`src/hw/rtl/cpcsat_pkg.sv`:
```
package cpcsat_pkg;

  // vertex store size and derived widths
  localparam int MaxVertices = 16;
  localparam int AddrW       = $clog2(MaxVertices);
  localparam int CntW        = $clog2(MaxVertices + 1);

  // fixed-point widths
  localparam int CoordW    = 24;
  localparam int VtxW      = 2 * CoordW;
  localparam int EdgeW     = CoordW + 1;
  localparam int AxisW     = 32;
  localparam int ProdW     = AxisW + EdgeW;
  localparam int ProjW     = ProdW;
  localparam int OvW       = ProjW + 1;
  localparam int LsqW      = 52;
  localparam int LenW      = 26;
  localparam int QuotW     = 31;
  localparam int StepW     = 5;
  localparam int SqrtSteps = 26;
  localparam int DivSteps  = QuotW;
  localparam int QueueDepth = 2;
  localparam int QPtrW     = $clog2(QueueDepth);
  localparam int QCntW     = $clog2(QueueDepth + 1);

  localparam logic [LsqW-1:0] SqrtBit0 = LsqW'(1) << (2 * (SqrtSteps - 1));
  localparam logic signed [OvW-1:0] OvMax = {1'b0, {(OvW - 1){1'b1}}};

  typedef struct packed {
    logic                     which_shape;
    logic signed [CoordW-1:0] vertex_x;
    logic signed [CoordW-1:0] vertex_y;
    logic                     last_vertex;
  } in_word_t;

  typedef struct packed {
    logic                    collided;
    logic signed [AxisW-1:0] axis_x;
    logic signed [AxisW-1:0] axis_y;
    logic                    too_many_vertices;
  } out_word_t;

  // test command handed from the loader to the engine
  typedef struct packed {
    logic [CntW-1:0] n1;
    logic [CntW-1:0] n2;
    logic            trunc;
  } cmd_t;

  // vertex store write port
  typedef struct packed {
    logic             we1;
    logic             we2;
    logic [AddrW-1:0] addr;
    logic [VtxW-1:0]  data;
  } store_wr_t;

  typedef enum logic [4:0] {
    B_IDLE,
    B_START,
    B_EDGE_A,
    B_EDGE_B,
    B_EDGE_D,
    B_SQ_X,
    B_SQ_Y,
    B_SQ_SUM,
    B_SQRT,
    B_DIV,
    B_PRJ_RD,
    B_PRJ_X,
    B_PRJ_Y,
    B_PRJ_ACC,
    B_OVL,
    B_NEXT,
    B_PASS_END,
    B_OUT
  } back_state_e;

endpackage

```
`src/hw/rtl/cpcsat_back.sv`:
```
module cpcsat_back (
  input  logic                                clk_i,
  input  logic                                rst_ni,
  input  logic                                cmd_valid_i,
  input  cpcsat_pkg::cmd_t                    cmd_i,
  output logic                                cmd_pop_o,
  output logic [cpcsat_pkg::AddrW-1:0]        rd_addr_o,
  input  logic [cpcsat_pkg::VtxW-1:0]         rd_data1_i,
  input  logic [cpcsat_pkg::VtxW-1:0]         rd_data2_i,
  output logic                                out_valid_o,
  input  logic                                out_stall_i,
  output cpcsat_pkg::out_word_t               out_data_o,
  output logic                                done_o
);

  cpcsat_pkg::back_state_e state_q, state_d;
  cpcsat_pkg::cmd_t        cmd_q;
  cpcsat_pkg::out_word_t   out_q;

  logic                                k_q, prj_b_q, first_q, div_y_q, sign_q, sel_q, sel_d;
  logic [cpcsat_pkg::AddrW-1:0]        i_q, j_q, nx;
  logic [cpcsat_pkg::StepW-1:0]        step_q;
  logic [cpcsat_pkg::CntW-1:0]         na, nb, nj;
  logic signed [cpcsat_pkg::CoordW-1:0] pix_q, piy_q, vy_q, rd_x, rd_y;
  logic signed [cpcsat_pkg::EdgeW-1:0] ax_q, ay_q, ax_d, ay_d;
  logic [cpcsat_pkg::EdgeW-1:0]        mag_x, mag_y;
  logic signed [cpcsat_pkg::AxisW-1:0] mul_a, ux_q, uy_q, bax_q, bay_q, b0x_q, b0y_q, qsig;
  logic signed [cpcsat_pkg::EdgeW-1:0] mul_b;
  logic signed [cpcsat_pkg::ProdW-1:0] prod_d, prod_q, px_q;
  logic signed [cpcsat_pkg::ProjW-1:0] d_val, hi_q, lo_q, amx_q, amn_q, min_hi, max_lo;
  logic signed [cpcsat_pkg::OvW-1:0]   ov, best_q, best0_q;
  logic [cpcsat_pkg::LsqW-1:0]         lsq_q, v_q, res_q, bit_q, sq_sum, v_n, res_n;
  logic [cpcsat_pkg::LenW-1:0]         len_q, rem_q, rem_n;
  logic [cpcsat_pkg::LenW:0]           dv_t, dv_diff;
  logic [cpcsat_pkg::QuotW-1:0]        dvd_q, quo_q, quo_n;
  logic                                sq_ge, dv_ge, edge_zero, ov_fail, i_last, j_last;
  logic                                sqrt_last, div_last;

  // polygon roles of the current pass
  assign na = k_q ? cmd_q.n2 : cmd_q.n1;
  assign nb = k_q ? cmd_q.n1 : cmd_q.n2;
  assign nj = prj_b_q ? nb : na;
  assign i_last = ({1'b0, i_q} == na - 1'b1);
  assign j_last = ({1'b0, j_q} == nj - 1'b1);
  assign nx     = i_last ? '0 : i_q + 1'b1;
  assign {rd_x, rd_y} = sel_q ? rd_data2_i : rd_data1_i;

  // edge normal from the two endpoints
  assign ax_d = {rd_y[cpcsat_pkg::CoordW-1], rd_y} - {piy_q[cpcsat_pkg::CoordW-1], piy_q};
  assign ay_d = {pix_q[cpcsat_pkg::CoordW-1], pix_q} - {rd_x[cpcsat_pkg::CoordW-1], rd_x};
  assign edge_zero = (ax_d == '0) && (ay_d == '0);
  assign mag_x = ax_q[cpcsat_pkg::EdgeW-1] ? -ax_q : ax_q;
  assign mag_y = ay_q[cpcsat_pkg::EdgeW-1] ? -ay_q : ay_q;

  // shared multiplier
  always_comb begin
    mul_a = '0;
    mul_b = '0;
    case (state_q)
      cpcsat_pkg::B_SQ_X: begin
        mul_a = {{(cpcsat_pkg::AxisW - cpcsat_pkg::EdgeW){ax_q[cpcsat_pkg::EdgeW-1]}}, ax_q};
        mul_b = ax_q;
      end
      cpcsat_pkg::B_SQ_Y: begin
        mul_a = {{(cpcsat_pkg::AxisW - cpcsat_pkg::EdgeW){ay_q[cpcsat_pkg::EdgeW-1]}}, ay_q};
        mul_b = ay_q;
      end
      cpcsat_pkg::B_PRJ_X: begin
        mul_a = ux_q;
        mul_b = {rd_x[cpcsat_pkg::CoordW-1], rd_x};
      end
      cpcsat_pkg::B_PRJ_Y: begin
        mul_a = uy_q;
        mul_b = {vy_q[cpcsat_pkg::CoordW-1], vy_q};
      end
      default: ;
    endcase
    prod_d = mul_a * mul_b;
  end

  // one square-root step
  assign sq_sum    = res_q + bit_q;
  assign sq_ge     = (v_q >= sq_sum);
  assign v_n       = sq_ge ? v_q - sq_sum : v_q;
  assign res_n     = sq_ge ? (res_q >> 1) + bit_q : res_q >> 1;
  assign sqrt_last = (step_q == cpcsat_pkg::StepW'(cpcsat_pkg::SqrtSteps - 1));

  // one restoring division step
  assign dv_t     = {rem_q, dvd_q[cpcsat_pkg::QuotW-1]};
  assign dv_ge    = (dv_t >= {1'b0, len_q});
  assign dv_diff  = dv_t - {1'b0, len_q};
  assign rem_n    = dv_ge ? dv_diff[cpcsat_pkg::LenW-1:0] : dv_t[cpcsat_pkg::LenW-1:0];
  assign quo_n    = {quo_q[cpcsat_pkg::QuotW-2:0], dv_ge};
  assign div_last = (step_q == cpcsat_pkg::StepW'(cpcsat_pkg::DivSteps - 1));
  assign qsig     = sign_q ? -$signed({1'b0, quo_n}) : $signed({1'b0, quo_n});

  // projection and overlap
  assign d_val  = px_q + prod_q;
  assign min_hi = (amx_q < hi_q) ? amx_q : hi_q;
  assign max_lo = (amn_q > lo_q) ? amn_q : lo_q;
  assign ov     = {min_hi[cpcsat_pkg::ProjW-1], min_hi} - {max_lo[cpcsat_pkg::ProjW-1], max_lo};
  assign ov_fail = ov[cpcsat_pkg::OvW-1] || (ov == '0);

  // next state
  always_comb begin
    state_d = state_q;
    unique case (state_q)
      cpcsat_pkg::B_IDLE:     if (cmd_valid_i) state_d = cpcsat_pkg::B_START;
      cpcsat_pkg::B_START: begin
        if (cmd_q.n1 == '0 || cmd_q.n2 == '0) state_d = cpcsat_pkg::B_OUT;
        else state_d = cpcsat_pkg::B_EDGE_A;
      end
      cpcsat_pkg::B_EDGE_A:   state_d = cpcsat_pkg::B_EDGE_B;
      cpcsat_pkg::B_EDGE_B:   state_d = cpcsat_pkg::B_EDGE_D;
      cpcsat_pkg::B_EDGE_D:   state_d = edge_zero ? cpcsat_pkg::B_NEXT : cpcsat_pkg::B_SQ_X;
      cpcsat_pkg::B_SQ_X:     state_d = cpcsat_pkg::B_SQ_Y;
      cpcsat_pkg::B_SQ_Y:     state_d = cpcsat_pkg::B_SQ_SUM;
      cpcsat_pkg::B_SQ_SUM:   state_d = cpcsat_pkg::B_SQRT;
      cpcsat_pkg::B_SQRT:     if (sqrt_last) state_d = cpcsat_pkg::B_DIV;
      cpcsat_pkg::B_DIV:      if (div_last && div_y_q) state_d = cpcsat_pkg::B_PRJ_RD;
      cpcsat_pkg::B_PRJ_RD:   state_d = cpcsat_pkg::B_PRJ_X;
      cpcsat_pkg::B_PRJ_X:    state_d = cpcsat_pkg::B_PRJ_Y;
      cpcsat_pkg::B_PRJ_Y:    state_d = cpcsat_pkg::B_PRJ_ACC;
      cpcsat_pkg::B_PRJ_ACC:  state_d = (j_last && prj_b_q) ? cpcsat_pkg::B_OVL
                                                            : cpcsat_pkg::B_PRJ_RD;
      cpcsat_pkg::B_OVL:      state_d = ov_fail ? cpcsat_pkg::B_OUT : cpcsat_pkg::B_NEXT;
      cpcsat_pkg::B_NEXT:     state_d = i_last ? cpcsat_pkg::B_PASS_END : cpcsat_pkg::B_EDGE_A;
      cpcsat_pkg::B_PASS_END: state_d = k_q ? cpcsat_pkg::B_OUT : cpcsat_pkg::B_EDGE_A;
      cpcsat_pkg::B_OUT:      if (!out_stall_i) state_d = cpcsat_pkg::B_IDLE;
      default:                state_d = cpcsat_pkg::B_IDLE;
    endcase
  end

  // outputs and store read port
  always_comb begin
    cmd_pop_o   = (state_q == cpcsat_pkg::B_IDLE) && cmd_valid_i;
    out_valid_o = (state_q == cpcsat_pkg::B_OUT);
    done_o      = out_valid_o && !out_stall_i;
    out_data_o  = out_q;
    rd_addr_o   = '0;
    sel_d       = k_q;
    unique case (state_q)
      cpcsat_pkg::B_EDGE_A: rd_addr_o = i_q;
      cpcsat_pkg::B_EDGE_B: rd_addr_o = nx;
      cpcsat_pkg::B_PRJ_RD: begin
        rd_addr_o = j_q;
        sel_d     = k_q ^ prj_b_q;
      end
      default: ;
    endcase
  end

  always_ff @(posedge clk_i or negedge rst_ni) begin
    if (!rst_ni) begin
      state_q <= cpcsat_pkg::B_IDLE;
    end else begin
      state_q <= state_d;
    end
  end

  // datapath
  always_ff @(posedge clk_i) begin
    sel_q  <= sel_d;
    prod_q <= prod_d;
    unique case (state_q)
      cpcsat_pkg::B_IDLE: begin
        cmd_q <= cmd_i;
      end
      cpcsat_pkg::B_START: begin
        k_q    <= 1'b0;
        i_q    <= '0;
        best_q <= cpcsat_pkg::OvMax;
        bax_q  <= '0;
        bay_q  <= '0;
        out_q.collided          <= 1'b0;
        out_q.axis_x            <= '0;
        out_q.axis_y            <= '0;
        out_q.too_many_vertices <= cmd_q.trunc;
      end
      cpcsat_pkg::B_EDGE_B: begin
        pix_q <= rd_x;
        piy_q <= rd_y;
      end
      cpcsat_pkg::B_EDGE_D: begin
        ax_q <= ax_d;
        ay_q <= ay_d;
      end
      cpcsat_pkg::B_SQ_Y: begin
        lsq_q <= prod_q[cpcsat_pkg::LsqW-1:0];
      end
      cpcsat_pkg::B_SQ_SUM: begin
        v_q    <= lsq_q + prod_q[cpcsat_pkg::LsqW-1:0];
        res_q  <= '0;
        bit_q  <= cpcsat_pkg::SqrtBit0;
        step_q <= '0;
      end
      cpcsat_pkg::B_SQRT: begin
        v_q    <= v_n;
        res_q  <= res_n;
        bit_q  <= bit_q >> 2;
        if (sqrt_last) begin
          // start dividing the x component
          len_q   <= res_n[cpcsat_pkg::LenW-1:0];
          div_y_q <= 1'b0;
          sign_q  <= ax_q[cpcsat_pkg::EdgeW-1];
          rem_q   <= cpcsat_pkg::LenW'(mag_x >> 1);
          dvd_q   <= {mag_x[0], {(cpcsat_pkg::QuotW - 1){1'b0}}};
          quo_q   <= '0;
          step_q  <= '0;
        end else begin
          step_q  <= step_q + 1'b1;
        end
      end
      cpcsat_pkg::B_DIV: begin
        if (div_last && !div_y_q) begin
          // x done, start dividing the y component
          ux_q    <= qsig;
          div_y_q <= 1'b1;
          sign_q  <= ay_q[cpcsat_pkg::EdgeW-1];
          rem_q   <= cpcsat_pkg::LenW'(mag_y >> 1);
          dvd_q   <= {mag_y[0], {(cpcsat_pkg::QuotW - 1){1'b0}}};
          quo_q   <= '0;
          step_q  <= '0;
        end else begin
          rem_q  <= rem_n;
          quo_q  <= quo_n;
          dvd_q  <= dvd_q << 1;
          step_q <= step_q + 1'b1;
          if (div_last) begin
            uy_q    <= qsig;
            j_q     <= '0;
            prj_b_q <= 1'b0;
            first_q <= 1'b1;
          end
        end
      end
      cpcsat_pkg::B_PRJ_X: begin
        vy_q <= rd_y;
      end
      cpcsat_pkg::B_PRJ_Y: begin
        px_q <= prod_q;
      end
      cpcsat_pkg::B_PRJ_ACC: begin
        // running extremes of one polygon
        if (first_q || d_val > hi_q) hi_q <= d_val;
        if (first_q || d_val < lo_q) lo_q <= d_val;
        if (j_last) begin
          j_q     <= '0;
          first_q <= !prj_b_q;
          if (!prj_b_q) begin
            amx_q   <= (first_q || d_val > hi_q) ? d_val : hi_q;
            amn_q   <= (first_q || d_val < lo_q) ? d_val : lo_q;
            prj_b_q <= 1'b1;
          end
        end else begin
          j_q     <= j_q + 1'b1;
          first_q <= 1'b0;
        end
      end
      cpcsat_pkg::B_OVL: begin
        if (ov_fail) begin
          out_q.collided <= 1'b0;
          out_q.axis_x   <= bax_q;
          out_q.axis_y   <= bay_q;
        end else if (ov < best_q) begin
          best_q <= ov;
          bax_q  <= ux_q;
          bay_q  <= uy_q;
        end
      end
      cpcsat_pkg::B_NEXT: begin
        i_q <= nx;
      end
      cpcsat_pkg::B_PASS_END: begin
        if (!k_q) begin
          best0_q <= best_q;
          b0x_q   <= bax_q;
          b0y_q   <= bay_q;
          k_q     <= 1'b1;
          i_q     <= '0;
          best_q  <= cpcsat_pkg::OvMax;
          bax_q   <= '0;
          bay_q   <= '0;
        end else begin
          // both passes overlap: smaller minimum wins, tie to second pass
          out_q.collided <= 1'b1;
          if (best0_q < best_q) begin
            out_q.axis_x <= b0x_q;
            out_q.axis_y <= b0y_q;
          end else begin
            out_q.axis_x <= bax_q;
            out_q.axis_y <= bay_q;
          end
        end
      end
      default: ;
    endcase
  end

endmodule

```
`config.mk`:
```
export PLATFORM = sky130hd
export DESIGN_NAME = cpcsat_back
export DESIGN_NICKNAME = d
export VERILOG_FILES = /design/src/hw/rtl/cpcsat_pkg.sv /design/src/hw/rtl/cpcsat_back.sv
export SDC_FILE = /design/constraint.sdc
export NUM_CORES = 2
export LEC_CHECK = 0
export ABC_AREA = 1
export BUFFER_PORTS_ARGS = -buffer_cell sky130_fd_sc_hd__buf_2
export CORE_MARGIN = 1.5
export CORE_UTILIZATION = 65
export CTS_CLUSTER_DIAMETER = 100
export CTS_CLUSTER_SIZE = 24
export DETAILED_ROUTE_END_ITERATION = 7
export PLACE_DENSITY = 0.82
export SYNTH_ARGS = -nofsm -noshare
export SYNTH_HDL_FRONTEND = slang
export SYNTH_SLANG_ARGS = --single-unit
export TNS_END_PERCENT = 30
```
`constraint.sdc`:
```
create_clock -name clk_i -period 14.5 [get_ports clk_i]
set_clock_uncertainty 0.15 [all_clocks]
set_input_delay 0.725 -clock clk_i [delete_from_list [all_inputs] [get_ports clk_i]]
set_output_delay 0.725 -clock clk_i [all_outputs]
set_load 0.01 [all_outputs]
```
[Word-level counts from Yosys, hierarchy flattened]
Cells that the tools add are included.
Storage, ports and cells
  bits in registers: 1194
  logic and storage cells: 230
  output and inout bits: 73
  input port bits: 111
Operators by class
  multipliers: 1
  reduce and logical (&&, ||, !) cells: 40
  add/subtract/negate cells: 17
  $lt $le $gt $ge: 8
  bitwise logic cells: 4
  equality and inequality tests: 35
  multiplexer cells: 81
Operators by type and width (number)
  $pmux W52 S2: 3
  $mux W57: 4
  $pmux W65 S3: 1
  $mux W32: 6
  $pmux W32 S3: 2
  $mux W58: 3
  $pmux W58 S3: 1
  $mux W65: 2
  $pmux W32 S4: 1
  $lt A58 B58 Y1: 2
  $gt A57 B57 Y1: 2
  $lt A57 B57 Y1: 2
  $add A52 B52 Y52: 2
  $mux W52: 2
  $pmux W25 S4: 1
  $pmux W5 S18: 1
  $mux W26: 3
  $mux W5: 13
  $mux W64: 1
  $mux W31: 2
  $pmux W31 S2: 1
  $mux W30: 2
  $pmux W30 S2: 1
  $logic_not A58 Y1: 1
  other kinds (43): 127

[Depth between registers and ports, before layout]
  word-level depth: 7
  mapped depth: 51

[Worst setup path after synthesis]
Ideal clock, no wire load.
  path type: reg2reg
  start: register state_q[1]
  end: register amn_q[0] (netlist bit) (enable)
  cell stages (with the launch flop): 8
  data required time: 13.762 ns
  arrival: 11.322 ns
  buffers on the path: 0
  clock period less this slack: 12.060 ns
  slack: 2.440 ns
  cells stage by stage: dfrtp_1 nor2_1 inv_1 nor2_1 inv_1 nor2_1 inv_1 nor2_1
On the way
  cells in the longest elaborated chain, start to end: 2
Ends and longest elaborated chain
  start: declaration: line cpcsat_back.sv:16  | cpcsat_pkg::back_state_e state_q, state_d;
  start signal: assignment: line cpcsat_back.sv:155  | state_q <= cpcsat_pkg::B_IDLE;
  start signal: assignment: line cpcsat_back.sv:157  | state_q <= state_d;
  $eq A5 B4 Y1: line cpcsat_back.sv:165  | unique case (state_q)
  $reduce_and A3 Y1 (no line)
  end signal: assignment: line cpcsat_back.sv:252  | amn_q <= (first_q || d_val < lo_q) ? d_val : lo_q;
  end: declaration: line cpcsat_back.sv:30  | logic signed [cpcsat_pkg::ProjW-1:0] d_val, hi_q, lo_q, amx_q, amn_q, min_hi, max_lo;
Every way passes these cells.
A chain may end at the register's enable or synchronous reset.

[Final worst setup path]
  start: register state_q[3]
  end: register prod_q[54] (netlist bit)
On the way
  cells in the longest elaborated chain, start to end: 3
  elaborated cells between the ends (all ways): 7
  those cells by class: 1 x mul; 4 x eq/ne; 2 x mux
Ends and longest elaborated chain
  $eq A5 B4 Y1 / $eq A5 B3 Y1 (equally long branches): line cpcsat_back.sv:59  | case (state_q)
  $pmux W32 S4 / $pmux W25 S4 (equally long branches): line cpcsat_back.sv:59
  $mul A32 B25 Y57 *: line cpcsat_back.sv:78  | prod_d = mul_a * mul_b;
  via prod_d, one bit: line cpcsat_back.sv:29  | logic signed [cpcsat_pkg::ProdW-1:0] prod_d, prod_q, px_q;
  end signal: assignment: line cpcsat_back.sv:164  | prod_q <= prod_d;
  end: declaration: line cpcsat_back.sv:29
The timed path passes the listed nets; every way through them passes the cells marked *.

==> summary.txt <==
Run status
  – Failing checks: design-rule violations
  – Status: finished with violations

Power
  – Clk pwr share: 10.5%
  – P_sw: 9610 uW
  – Switch share: 52.7%
  – Comb power frac: 61.9%
  – Reg power frac: 27.6%
  – Leak Pwr: 0.0503 uW
  – Overall Power: 18200 uW
  – Pint: 8630 uW
  – Pwr/cell area: 167 nW/um^2
  – VDD IR max: 0.142 mV

GRT
  – Routing usage on met1: 53.9%
  – Global routing's busiest layer: met2
  – M2 GR Usage: 67.6%
  – Antenna violations before repair: 15
  – Overall routing resource usage: 43.9%
  – First-pass GRT wire length: 538000 um
  – Largest net degree at the start of global routing: 121
  – Congestion Overflow GR: 0
  – GR Util met3: 13.2%
  – Vias in the first global route: 90245

Place
  – PortBufs: 183
  – GP Congestion: 1.07
  – Placed cell count: 14510
  – Final HPWL DP: 292000 um

Detailed routing
  – Post-route DRC: 11
  – DR WL/cell: 24.7 um
  – Vias/cell: 6.23
  – Antenna-violating nets left: 0
  – Via count: 91090
  – TritonRoute pass-1 iters: 8
  – DR iter-0 viols: 11764
  – Final WL: 362000 um

Timing
  – Peak Freq: 88.7 MHz
  – Slew Limit Fails: 0
  – Worst-margin pin slew: 1400 ps
  – Final hold violations: 0
  – Final setup viols: 0
  – Final critical-path share of the clock period: 77.7%
  – Fin crit period: 11270 ps
  – Worst hold slack: 80.4 ps
  – Slew HR: 6.24%
  – TNS Setup: 0 ps
  – RSZ-0062 raised after global routing: no

Clock tree
  – CTS tree: built
  – Clk_lat worst skew: 760 ps
  – Hold buffers post-CTS: 7
  – CTS sink count: 1138
  – Root buf cell: clkbuf_16
  – Number of setup buffers added after CTS: 0
  – Clock buffer depth: 3
  – Clock-pin slew on the worst setup and hold paths: 100 ps
  – Post_cts resized: 0
  – H-tree Lvls: 2
  – Cts bufs inserted: 58

Floorplanning
  – Die height: 404 um
  – I/O pin total: 184
  – Core Box Area: 159000 um^2
  – Chip Width: 404 um
  – Die area: 163000 um^2
  – Num rows: 146
  – Initial cell density of the core: 65.8%

Worst setup path
  – CP max stage delay: 1320 ps
  – Slowest stage cell, crit path: clkinv_1
  – Crit Path Max Fanout: 41
  – Top cell by count, worst path: fa_1
  – CP required: 15020 ps
  – Critical Path AT: 11790 ps
  – Kind of critical path: reg -> reg
  – Worst setup EP type: flop
  – Element type at the critical path start: flop

Yosys
  – Unique cell type count in the Yosys netlist: 75
  – Syn Inst Count: 12443
  – Ys Warns: 0
  – EDFF count, synth: 1075
  – Post-synth ARST share: 0.439%
  – Most used DFF post-synth: edfxtp_1
  – Post-Syn Area: 105000 um^2
  – Syn_nets: 14226
  – Seq/Total Area, Yosys: 32.1%
  – Synthesis-stage register bit count: 1138
  – Mapped Avg Cell Area: 8.40 um^2

Finish
  – Most common cell after layout, fill and taps aside: nand2_1
  – Share of cells above drive strength 1: 4.64%
  – Commonest non-fill, non-tap cells in the layout: nand2_1, inv_1, nor2_1
  – # nets final: 14289
  – Layout fillers: 12231
  – Final Non-Filler Cells: 14621
  – Area grow syn2layout: 4.80%
  – Final Core Density: 68.9%

Flow run
  – Max_cap viols: 0

Hold path
  – HP Class: in -> reg
## worst max-delay path: cells and delay by family (launching register included)
family / cells / cell delay (ps)
AND/OR/NAND/NOR: 9 / 2680
XOR/XNOR: 1 / 170
buffers and inverters: 10 / 3080
AO/OA/AOI/OAI: 4 / 720
adder cells (fa/ha/maj): 8 / 3860
flip-flops: 1 / 460
## cells in the mapped netlist (13+ instances only)
cell / instances / share of area [%]
ha_1: 846 / 10
nand3_1: 318 / 1.5
a21o_1: 46 / 0.33
o21ai_0: 654 / 3.1
nor4_1: 52 / 0.31
edfxtp_1: 1075 / 31
and3_1: 16 / 0.096
o221ai_1: 28 / 0.23
a211oi_1: 23 / 0.17
clkbuf_1: 151 / 0.54
a31oi_1: 136 / 0.81
dfxtp_1: 58 / 1.1
nand2_1: 2640 / 9.5
nand2_2: 28 / 0.17
xnor2_1: 129 / 1.1
nand4_1: 87 / 0.52
xor2_1: 237 / 2.0
fa_1: 826 / 16
o21a_1: 27 / 0.19
o31ai_1: 24 / 0.17
o211ai_1: 32 / 0.23
o21ai_1: 74 / 0.35
o2111ai_1: 15 / 0.13
a21oi_2: 15 / 0.13
or2_2: 27 / 0.16
nor2_1: 1220 / 4.4
inv_1: 2233 / 8.0
o21bai_1: 39 / 0.28
inv_2: 24 / 0.086
mux2_2: 24 / 0.26
a21boi_0: 13 / 0.093
buf_2: 113 / 0.54
a21oi_1: 810 / 3.9
o22ai_1: 55 / 0.33
nand3b_1: 84 / 0.60
nor3_1: 114 / 0.55
buf_1: 19 / 0.068
clkinv_1: 17 / 0.061
## power groups by stage
stage,registers (uW),clock network [uW],logic (uW)
floorplan,4920,0,7060
global placement,5050,0,10400
detailed placement,5070,0,10800
CTS,5000,1900,10800
global route,5050,2000,12100
finish,5030,1910,11300
## state kept, by name (all words and copies together) (netlist names), 52 cells and up
| register | cells |
|---|---|
| res_q | 52 |
| v_q | 52 |
| lo_q | 57 |
| amx_q | 57 |
| best0_q | 58 |
| lsq_q | 52 |
| out_data_o | 66 |
| px_q | 57 |
| prod_q | 57 |
| best_q | 58 |
| amn_q | 57 |
| hi_q | 57 |
## routing by layer
layer | routed length, um | part of all wire (%) | vias up
met5 | 40 | 0.011 | -
met2 | 158000 | 44 | 6110
met4 | 29400 | 8.1 | 6
met3 | 45700 | 13 | 1369
met1 | 129000 | 36 | 43164
li1 | - | - | 40441
## cells by family after synthesis
family | share of synthesized area, %
AO/OA/AOI/OAI | 10.9
XOR/XNOR | 3.22
adder cells (fa/ha/maj) | 26.0
buffers and inverters | 9.45
flip-flops | 32.1
multiplexers | 0.259
AND/OR/NAND/NOR | 18.1
## layout make-up
cell class / instances / area (um^2) / share of cell area, %
multi-input cells: 8734 / 61300 / 55.9
flip-flops and latches: 1138 / 33600 / 30.7
inverters: 2275 / 8550 / 7.80
well taps: 2072 / 2590 / 2.37
repair buffers: 299 / 1800 / 1.65
clock buffers: 76 / 1540 / 1.41
clock inverters: 18 / 195 / 0.178
diodes: 9 / 22.5 / 0.0206
## path summary, 6_finish.rpt
kind | start | to | slack (ps) | cells past startpoint
setup / recovery | state_q[3] | prod_q[54] | 3230 | 32
hold / removal | cmd_i[5] | cmd_q[5] | 80 | 1
setup reg to reg | state_q[3] | prod_q[54] | 3230 | 32
hold reg to reg | best_q[53] | best0_q[53] | 290 | 0
max in group asynchronous | rst_ni | state_q[1] | 13710 | 2
min in group asynchronous | rst_ni | state_q[2] | 350 | 2
## metrics by stage
stage / cell area [um^2] / worst slack [ps]
CTS: 109000 / 3670
finish: 110000 / 3230
global route: 110000 / 3020
floorplan: 105000 / 2440
global placement: 108000 / 4010
detailed placement: 108000 / 3710
No activity file was read; power rests on OpenSTA's default activity.
